### src/hw/rtl/arpc_pkg.sv
`timescale 1ns / 1ps

package arpc_pkg;

  localparam int unsigned IP_W      = 32;
  localparam int unsigned MAC_W     = 48;
  localparam int unsigned TIME_W    = 32;
  localparam int unsigned STATUS_W  = 3;
  localparam int unsigned SLOT_W    = 4;
  localparam int unsigned REM_W     = 5;
  localparam int unsigned CFG_IDX_W = 2;
  localparam int unsigned CFG_W     = 32;

  localparam logic [CFG_IDX_W-1:0] CFG_LIFETIME = 2'd0;
  localparam logic [CFG_IDX_W-1:0] CFG_PERIOD   = 2'd1;

  localparam logic [TIME_W-1:0] LIFETIME_RST = 32'd60000;
  localparam logic [TIME_W-1:0] PERIOD_RST   = 32'd10000;

  typedef enum logic [1:0] {
    ACT_LOOKUP = 2'd0,
    ACT_INSERT = 2'd1,
    ACT_TICK   = 2'd2,
    ACT_CLEAR  = 2'd3
  } action_e;

  typedef enum logic [STATUS_W-1:0] {
    ST_HIT    = 3'd0,
    ST_MISS   = 3'd1,
    ST_STORED = 3'd2,
    ST_FULL   = 3'd3,
    ST_DONE   = 3'd4
  } status_e;

  typedef enum logic [2:0] {
    S_IDLE  = 3'b001,
    S_CHECK = 3'b010,
    S_SCAN  = 3'b100
  } state_e;

  typedef struct packed {
    logic eq;
    logic gt;
  } cmp_res_t;

endpackage

### src/hw/rtl/arpc_cmp_unit.sv
`timescale 1ns / 1ps

module arpc_cmp_unit import arpc_pkg::*; (
  input  logic [TIME_W-1:0] a_i,
  input  logic [TIME_W-1:0] b_i,
  input  logic [TIME_W-1:0] lim_i,
  output cmp_res_t          res_o
);

  logic [TIME_W-1:0] diff;

  // wrapping difference, then limit compare
  assign diff      = a_i - b_i;
  assign res_o.eq  = (a_i == b_i);
  assign res_o.gt  = (diff > lim_i);

endmodule

### src/hw/rtl/arp_cache_with_aging.sv
`timescale 1ns / 1ps

// IPv4-to-MAC cache with ageing. One transaction is taken while start is high
// and busy is low; busy then stays high until the single result appears for
// one cycle with done_o, which the receiver must take as it comes.
// Entries are scanned one per cycle through a single read port of the entry
// memory, with one shared subtract/compare unit: lookup, insert and clear scan
// the slots in order (lookup stops early at the first matching slot, insert at
// the first free or matching slot), and a tick first checks its period and
// scans only when a sweep is due. A result may leave in the same cycle that a
// new transaction is accepted.
module arp_cache_with_aging import arpc_pkg::*; #(
  parameter int unsigned ENTRIES = 16
) (
  input  logic                 clk_i,
  input  logic                 rst_ni,
  input  logic                 start,
  output logic                 busy,
  input  logic [1:0]           action_i,
  input  logic [IP_W-1:0]      ip_addr_i,
  input  logic [MAC_W-1:0]     mac_addr_i,
  input  logic [TIME_W-1:0]    now_ms_i,
  input  logic                 cfg_we_i,
  input  logic [CFG_IDX_W-1:0] cfg_idx_i,
  input  logic [CFG_W-1:0]     cfg_wdata_i,
  output logic                 done_o,
  output logic [STATUS_W-1:0]  status_o,
  output logic [MAC_W-1:0]     found_mac_o,
  output logic [SLOT_W-1:0]    slot_o,
  output logic [REM_W-1:0]     removed_count_o
);

  localparam int unsigned AW = (ENTRIES > 1) ? $clog2(ENTRIES) : 1;
  localparam int unsigned CW = $clog2(ENTRIES + 1);
  localparam logic [AW-1:0] LAST = AW'(ENTRIES - 1);
  localparam logic [AW:0]   NENT = (AW + 1)'(ENTRIES);

  state_e state_q, state_d;
  action_e act_q;
  logic [IP_W-1:0]   ip_q;
  logic [MAC_W-1:0]  mac_q;
  logic [TIME_W-1:0] now_q;
  logic [TIME_W-1:0] life_q, period_q;
  logic [TIME_W-1:0] sweep_q, sweep_d;
  logic [ENTRIES-1:0] vld_q, vld_d;
  logic [AW:0]   iss_q, iss_d;
  logic          pend_q, pend_d;
  logic [AW-1:0] pidx_q, pidx_d;
  logic [CW-1:0] cnt_q, cnt_d;

  logic                done_q, done_d;
  status_e             status_q, status_d;
  logic [MAC_W-1:0]    fmac_q, fmac_d;
  logic [SLOT_W-1:0]   slot_q, slot_d;
  logic [REM_W-1:0]    rem_q, rem_d;

  logic [IP_W-1:0]   ip_mem    [ENTRIES];
  logic [MAC_W-1:0]  mac_mem   [ENTRIES];
  logic [TIME_W-1:0] stamp_mem [ENTRIES];
  logic [IP_W-1:0]   rd_ip_q;
  logic [MAC_W-1:0]  rd_mac_q;
  logic [TIME_W-1:0] rd_stamp_q;
  logic              wr_en, rd_en;

  logic              addr_op;
  logic [TIME_W-1:0] cmp_a, cmp_b, cmp_lim;
  cmp_res_t          cmp;

  assign addr_op = (act_q == ACT_LOOKUP) || (act_q == ACT_INSERT);
  assign cmp_a   = addr_op ? ip_q : now_q;
  assign cmp_b   = (state_q == S_CHECK) ? sweep_q : (addr_op ? rd_ip_q : rd_stamp_q);
  assign cmp_lim = (state_q == S_CHECK) ? period_q : life_q;

  arpc_cmp_unit u_cmp (
    .a_i   (cmp_a),
    .b_i   (cmp_b),
    .lim_i (cmp_lim),
    .res_o (cmp)
  );

  always_comb begin
    state_d  = state_q;
    sweep_d  = sweep_q;
    vld_d    = vld_q;
    iss_d    = iss_q;
    pend_d   = 1'b0;
    pidx_d   = pidx_q;
    cnt_d    = cnt_q;
    done_d   = 1'b0;
    status_d = status_q;
    fmac_d   = fmac_q;
    slot_d   = slot_q;
    rem_d    = rem_q;
    wr_en    = 1'b0;
    rd_en    = 1'b0;

    case (state_q)
      S_IDLE: begin
        if (start) begin
          state_d = (action_e'(action_i) == ACT_TICK) ? S_CHECK : S_SCAN;
          iss_d   = '0;
          cnt_d   = '0;
        end
      end
      S_CHECK: begin
        if (cmp.gt) begin
          sweep_d = now_q;
          state_d = S_SCAN;
        end else begin
          state_d  = S_IDLE;
          done_d   = 1'b1;
          status_d = ST_DONE;
          fmac_d   = '0;
          slot_d   = '0;
          rem_d    = '0;
        end
      end
      S_SCAN: begin
        if (iss_q < NENT) begin
          rd_en  = 1'b1;
          pend_d = 1'b1;
          pidx_d = iss_q[AW-1:0];
          iss_d  = iss_q + (AW + 1)'(1);
        end
        if (pend_q) begin
          case (act_q)
            ACT_LOOKUP: begin
              if (vld_q[pidx_q] && cmp.eq) begin
                state_d  = S_IDLE;
                pend_d   = 1'b0;
                done_d   = 1'b1;
                status_d = ST_HIT;
                fmac_d   = rd_mac_q;
                slot_d   = SLOT_W'(pidx_q);
                rem_d    = '0;
              end else if (pidx_q == LAST) begin
                state_d  = S_IDLE;
                pend_d   = 1'b0;
                done_d   = 1'b1;
                status_d = ST_MISS;
                fmac_d   = '0;
                slot_d   = '0;
                rem_d    = '0;
              end
            end
            ACT_INSERT: begin
              if (!vld_q[pidx_q] || cmp.eq) begin
                wr_en         = 1'b1;
                vld_d[pidx_q] = (ip_q[IP_W-1 -: 8] != 8'd0);
                state_d       = S_IDLE;
                pend_d        = 1'b0;
                done_d        = 1'b1;
                status_d      = ST_STORED;
                fmac_d        = '0;
                slot_d        = SLOT_W'(pidx_q);
                rem_d         = '0;
              end else if (pidx_q == LAST) begin
                state_d  = S_IDLE;
                pend_d   = 1'b0;
                done_d   = 1'b1;
                status_d = ST_FULL;
                fmac_d   = '0;
                slot_d   = '0;
                rem_d    = '0;
              end
            end
            default: begin
              // tick sweep or clear
              if (vld_q[pidx_q] && (act_q == ACT_CLEAR || cmp.gt)) begin
                vld_d[pidx_q] = 1'b0;
                cnt_d         = cnt_q + CW'(1);
              end
              if (pidx_q == LAST) begin
                state_d  = S_IDLE;
                pend_d   = 1'b0;
                done_d   = 1'b1;
                status_d = ST_DONE;
                fmac_d   = '0;
                slot_d   = '0;
                rem_d    = REM_W'(cnt_d);
              end
            end
          endcase
        end
      end
      default: begin
        state_d = S_IDLE;
      end
    endcase
  end

  always_ff @(posedge clk_i or negedge rst_ni) begin
    if (!rst_ni) begin
      state_q  <= S_IDLE;
      life_q   <= LIFETIME_RST;
      period_q <= PERIOD_RST;
      sweep_q  <= '0;
      vld_q    <= '0;
      iss_q    <= '0;
      pend_q   <= 1'b0;
      pidx_q   <= '0;
      cnt_q    <= '0;
      done_q   <= 1'b0;
    end else begin
      state_q <= state_d;
      sweep_q <= sweep_d;
      vld_q   <= vld_d;
      iss_q   <= iss_d;
      pend_q  <= pend_d;
      pidx_q  <= pidx_d;
      cnt_q   <= cnt_d;
      done_q  <= done_d;
      if (cfg_we_i) begin
        if (cfg_idx_i == CFG_LIFETIME) begin
          life_q <= cfg_wdata_i;
        end else if (cfg_idx_i == CFG_PERIOD) begin
          period_q <= cfg_wdata_i;
        end
      end
    end
  end

  // transaction payload and result registers
  always_ff @(posedge clk_i) begin
    if (state_q == S_IDLE && start) begin
      act_q <= action_e'(action_i);
      ip_q  <= ip_addr_i;
      mac_q <= mac_addr_i;
      now_q <= now_ms_i;
    end
    status_q <= status_d;
    fmac_q   <= fmac_d;
    slot_q   <= slot_d;
    rem_q    <= rem_d;
  end

  // entry memory, one write and one registered read port
  always_ff @(posedge clk_i) begin
    if (wr_en) begin
      ip_mem[pidx_q]    <= ip_q;
      mac_mem[pidx_q]   <= mac_q;
      stamp_mem[pidx_q] <= now_q;
    end
    if (rd_en) begin
      rd_ip_q    <= ip_mem[iss_q[AW-1:0]];
      rd_mac_q   <= mac_mem[iss_q[AW-1:0]];
      rd_stamp_q <= stamp_mem[iss_q[AW-1:0]];
    end
  end

  assign busy            = (state_q != S_IDLE);
  assign done_o          = done_q;
  assign status_o        = status_q;
  assign found_mac_o     = fmac_q;
  assign slot_o          = slot_q;
  assign removed_count_o = rem_q;

endmodule

### config.mk
export PLATFORM = sky130hd
export DESIGN_NAME = arp_cache_with_aging
export DESIGN_NICKNAME = d
export VERILOG_FILES = /design/src/hw/rtl/arpc_pkg.sv /design/src/hw/rtl/arpc_cmp_unit.sv /design/src/hw/rtl/arp_cache_with_aging.sv
export SDC_FILE = /design/constraint.sdc
export NUM_CORES = 2
export LEC_CHECK = 0
export BUFFER_PORTS_ARGS = -buffer_cell sky130_fd_sc_hd__buf_2
export CORE_ASPECT_RATIO = 0.5
export CORE_MARGIN = 2
export CORE_UTILIZATION = 51
export DETAILED_ROUTE_END_ITERATION = 12
export PLACE_DENSITY = 0.67
export SLEW_MARGIN = 20
export SYNTH_ARGS = -nofsm -noshare
export SYNTH_HDL_FRONTEND = slang
export SYNTH_SLANG_ARGS = --single-unit
### constraint.sdc
create_clock -name clk_i -period 10.3 [get_ports clk_i]
set_input_delay 3.09 -clock clk_i [delete_from_list [all_inputs] [get_ports clk_i]]
set_output_delay 3.09 -clock clk_i [all_outputs]
set_load 0.03 [all_outputs]
# Word level (Yosys, flattened, before mapping)
# Memory sizes are Yosys's and may differ from the RTL's. A register that Yosys moved wholly into a read port is not among the register bits.
# Index checks and enable logic that the tools add are counted.
# W data, S select, Z words.
# totals
ff_bits	305
ramBits	1792
inputBits	152
out_inout_bits	62
word_cells	157
mem_count	3
# op_classes
add_sub_neg	3
order_cmp	4
eq_ne	19
mux	80
bitwise_logic	4
reduce_logical	26
# mem_list
name	words	width	read_ports	rd_ports_with_merged_regs	write_ports	line	text
mac_mem	16	48	1	1	1	arp_cache_with_aging.sv:58	logic [MAC_W-1:0] mac_mem [ENTRIES];
ip_mem	16	32	1	1	1	arp_cache_with_aging.sv:57	logic [IP_W-1:0] ip_mem [ENTRIES];
stamp_mem	16	32	1	1	1	arp_cache_with_aging.sv:59	logic [TIME_W-1:0] stamp_mem [ENTRIES];
# ops
operator	count
$mux W48	5
$pmux W48 S2	2
$mux W32	4
$mux W5	11
$mux W3	14
$pmux W5 S2	4
$eq A32 B32 Y1	1
$gt A32 B32 Y1	1
$mux W16	2
$pmux W16 S2	1
$sub A32 B32 Y32	1
$mux W1	20
$mux W4	5
$pmux W3 S2	3
$and A16 B16 Y16	1
$bwmux W16	1
$not A16 Y16	1
$pmux W4 S2	2
$ne A4 B4 Y1 const B	3
$add A5 B1 Y5 const B	2
$ne A2 B2 Y1 const B	5
$pmux W3 S3	1
$reduce_and A3 Y1	3
$reduce_and A2 Y1	4
25 further kinds	39

# Depth between registers and ports, before layout
# depth
ltp_word	13
mapped_depth	29
ltp_nobuf	24

# By module
# A second synthesis with hierarchy kept.
# unflattened
hier_cells	3986
area_unflattened_um2	86180.2
# by_module_without_submodules
mod	n_inst	cells_per_inst	area_per_inst_um2	seq_area_each_um2
arp_cache_with_aging	1	3609	83496.3	65694.3
arpc_cmp_unit	1	377	2683.8	0.0

# Worst setup path after synthesis
# No wires, ideal clock.
# synth_path
path_kind	input-to-reg
from	input port start
to	register cnt_q[0]
setup_ps	125
arrival_ps	9026
t_required_ps	10175
path_slack_ps	1150
cell_stages	5
path_buffers	0
cell_sequence	inv_1 > nor2_1 > nor2_1 > o21bai_1 > mux2_2
# synth_via
elab_chain_len	2
# synth_rtl
element	line	text
from (decl)	arp_cache_with_aging.sv:17	input logic start,
$ne A2 B2 Y1 (no line)	-	
$reduce_and A4 Y1 (no line)	-	
to (signal assigned)	arp_cache_with_aging.sv:211	cnt_q <= cnt_d;
to (decl)	arp_cache_with_aging.sv:49	logic [CW-1:0] cnt_q, cnt_d;
# No other way between the ends.
# A chain may end at the register's enable or synchronous reset.

# Worst setup path after layout
# layout_path
from	register state_q[2]
to	register fmac_q[26], in the netlist found_mac_o[26], enable pin
# layout_via
elab_chain_len	6
elab_cells_between_ends	10
classes_between	add/sub (1); order compare (1); eq/ne (4); mux (2); reduce/logical (2)
# layout_rtl
element	line	text
from (decl)	arp_cache_with_aging.sv:38	state_e state_q, state_d;
from (signal assigned)	arp_cache_with_aging.sv:205	state_q <= state_d;
$eq A3 B2 Y1	arp_cache_with_aging.sv:71, arp_cache_with_aging.sv:72, arp_cache_with_aging.sv:97	
$mux W32	arp_cache_with_aging.sv:71	assign cmp_b = (state_q == S_CHECK) ? sweep_q : (addr_op ? rd_ip_q : rd_stamp_q);
$sub A32 B32 Y32	arpc_cmp_unit.sv:13	assign diff = a_i - b_i;
$gt A32 B32 Y1	arpc_cmp_unit.sv:15	assign res_o.gt = (diff > lim_i);
$ne A2 B2 Y1 (no line)	-	
$reduce_and A3 Y1 (no line) *	-	
to (signal assigned)	arp_cache_with_aging.sv:232	fmac_q <= fmac_d;
to (decl)	arp_cache_with_aging.sv:53	logic [MAC_W-1:0] fmac_q, fmac_d;
# Every way passes the cells marked *; elsewhere a longest branch is shown, timed or not.

==> results.json <==
{
  "synth_cells": 3771,
  "power.density_mw_per_mm2": 224.2,
  "clk-insertion-delay-late_ns": 0.82,
  "hp-class": "reg -> reg",
  "die_w_um": 582.8,
  "layoutNonFillerInstCount": 6432,
  "grt.overflow.total": 0,
  "whs_path_depth": 1,
  "core_area_sq_mm": 0.1667,
  "cp_max_fo": 97,
  "rows": 106,
  "ir_drop_mv": 0.1706,
  "wl_per_cell_um": 31.17,
  "sw_frac_of_total_pct": 25.26,
  "whs_ns": 0.5070,
  "root_buffer": "clkbuf_16",
  "ctsHtreeMaxLevel": 4,
  "start_util_pct": 51.24,
  "startpoint_type": "flip-flop",
  "yosysMostFrequentCell": "edfxtp_1",
  "grtUsageTotal_pct": 23.65,
  "power_frac_seq_pct": 51.4,
  "setup_tns_ns": 0,
  "synth_largest_area_cell": "edfxtp_1",
  "synth.area.top_cells": "edfxtp_1 73%, mux4_2 15%, dfrtp_1 3.5%",
  "maxCapViolations": 0,
  "ys_ff_latch": 2209,
  "hold_violations": 0,
  "ys_types": 71,
  "total_power_mw": 21.39,
  "status": "finished clean",
  "ys_warn_count": 0,
  "vias": 40407,
  "portBuffers": 213,
  "postRouteAntennaNets": 0,
  "syn_area_sq_mm": 0.08543,
  "die_h_um": 293.4,
  "nets": 4277,
  "period_minus_slack_ns": 7.652,
  "required_ns": 10.74,
  "area_delta_synth_final_pct": 11.66,
  "setup_violations": 0,
  "routed_wl_mm": 200.5,
  "avgSynthCellArea_sq_um": 22.65,
  "clkPwrFrac_pct": 32.5,
  "cp.arrival_ns": 8.09,
  "synthArstFlopShare_pct": 5.930,
  "final_util_pct": 57.22,
  "clockBufferDepth": 3,
  "gp_congestion": 0.8602,
  "power.internal_mw": 15.98,
  "dp_hpwl_mm": 102.5,
  "path_clk_slew_ns": 0.07,
  "cp-end-kind": "flip-flop",
  "grt_max_degree": 166,
  "timing.setup.critical_path_class": "reg -> reg",
  "dpl.cell_count": 6085,
  "fin_crit_sh_pct": 74.29,
  "r2r_cells": 21,
  "synth_nets": 3989,
  "drtIter0Drc": 4831,
  "power.leakage_nw": 30.13,
  "first_pass_iters": 5,
  "slew_violations": 0,
  "finClkSkew_ns": 0.02431,
  "synth_top_cells_by_count": "2078 x edfxtp_1, 562 x mux4_2, 134 x mux2_2",
  "pwr-share-comb_pct": 16.2,
  "tightestPinTransition_ns": 1.187,
  "rsz0062_at_grt": "false",
  "post_cts_buffers": 0,
  "cts_tree": "done",
  "reg2reg_slack_ns": 2.65,
  "yosysSeqAreaShare_pct": 76.90,
  "via_per_inst": 6.282,
  "cts_hold_buf": 0,
  "final_layout_size_suffix_gt1_share_pct": 30.52,
  "synth_enable_flop_cells": 2078,
  "switching_power_mw": 5.402,
  "cts-resized-gates": 0,
  "drc": 0,
  "grt_pass1_wl_mm": 289.6,
  "cts-buffers-inserted": 186,
  "die_area_sq_mm": 0.1710,
  "synth_top_area_share_pct": 73.04,
  "io_pins": 214,
  "synth-main-ff-cell": "edfxtp_1",
  "fmax_mhz": 130.7,
  "relSlewSlack_pct": 20.86,
  "antenna_found_initial": 17,
  "cts_num_sinks": 2209,
  "grt_pass1_vias": 40842
}
==> cell families after synthesis <==
family / after synthesis / synth area share, %
AO/OA/AOI/OAI: 224 / 1.782
XOR/XNOR: 32 / 0.3281
adder cells (fa/ha/maj): 66 / 0.9754
buffers and inverters: 197 / 0.9329
flip-flops: 2209 / 76.90
multiplexers: 781 / 17.64
AND/OR/NAND/NOR: 262 / 1.448
==> power groups by stage <==
stage / Sequential, mW / Combinational, mW / Clock, mW
2_1_floorplan: 11.0 / 2.63 / 0
3_3_place_gp: 11.1 / 3.42 / 0
5_1_grt: 11.0 / 3.73 / 7.39
6_report: 11.0 / 3.46 / 6.94
4_1_cts: 11.0 / 3.49 / 7.03
3_5_place_dp: 11.2 / 3.47 / 0
==> cell usage in the layout (no fill, tap or decap), types with 27 or more instances in the layout <==
master and n:
o21ai_0 35, clkbuf_1 58, mux2_2 134, clkbuf_16 191, edfxtp_1 2078, dfrtp_1 114
nor2_1 83, clkinv_1 32, mux4_2 562, mux2i_1 82, buf_2 212, a22o_1 43
buf_4 51, ha_1 65, a21oi_1 65, clkinv_2 27, nand2_1 61
==> routing by layer <==
metal | GRT usage (%) | routed length [um] | up-vias
li1 | - | - | 16488
met1 | 35.24 | 84580 | 21835
met2 | 37.30 | 96180 | 1828
met3 | 3.647 | 16070 | 250
met4 | 5.614 | 3597 | 6
met5 | 0 | 34 | -
==> worst paths after layout <==
| kind | startpoint | end |
|---|---|---|
| max reg2reg | state_q[2] | found_mac_o[26] |
| min | life_q[3] | life_q[3] |
| max in group asynchronous | rst_ni | iss_q[3] |
| min reg2reg | life_q[3] | life_q[3] |
| max | state_q[2] | found_mac_o[26] |
| min in group asynchronous | rst_ni | period_q[29] |
==> area by class of cell <==
cell class | count | area (sq um)
clock inverters | 87 | 809.5
inverters | 14 | 53.80
repair buffers | 283 | 1827
multi-input cells | 1365 | 19130
fillers | 11810 | 71320
flip-flops and latches | 2209 | 65710
well taps | 2214 | 2770
diodes | 5 | 12.51
clock buffers | 255 | 5080
==> worst max-delay path, stage by stage, from the launching register on <==
cell	delay (ns)
dfrtp_1	0.42
nor3b_2	0.27
buf_12	0.41
a21oi_1	0.17
ha_1	0.44
nand2_1	0.10
or4_1	0.53
nor3b_1	0.15
a21oi_1	0.37
nand3_1	0.22
a21oi_1	0.27
a31oi_1	0.22
o311ai_0	0.46
ha_1	0.21
nand4_1	0.14
nor4_1	0.38
nand2_1	0.12
nor4_1	0.40
nor2_1	0.08
o21ai_1	0.42
nand3_1	0.41
nand2_4	0.87
==> through the flow <==
| step | area [sq um] | setup slack (ns) |
|---|---|---|
| 5_1_grt | 95380 | 2.163 |
| 3_5_place_dp | 89480 | 2.828 |
| 3_3_place_gp | 89480 | 2.820 |
| 4_1_cts | 95370 | 2.843 |
| 2_1_floorplan | 85430 | 1.150 |
| 6_report | 95390 | 2.648 |
==> flip-flops by register name, summed over array words and instances, names as in the netlist, 48 cells and up <==
register	flops
stamp_mem	512
mac_q	48
ip_mem	512
mac_mem	768
found_mac_o	48
rd_mac_q	48
Power figures use the tool's default switching activity.
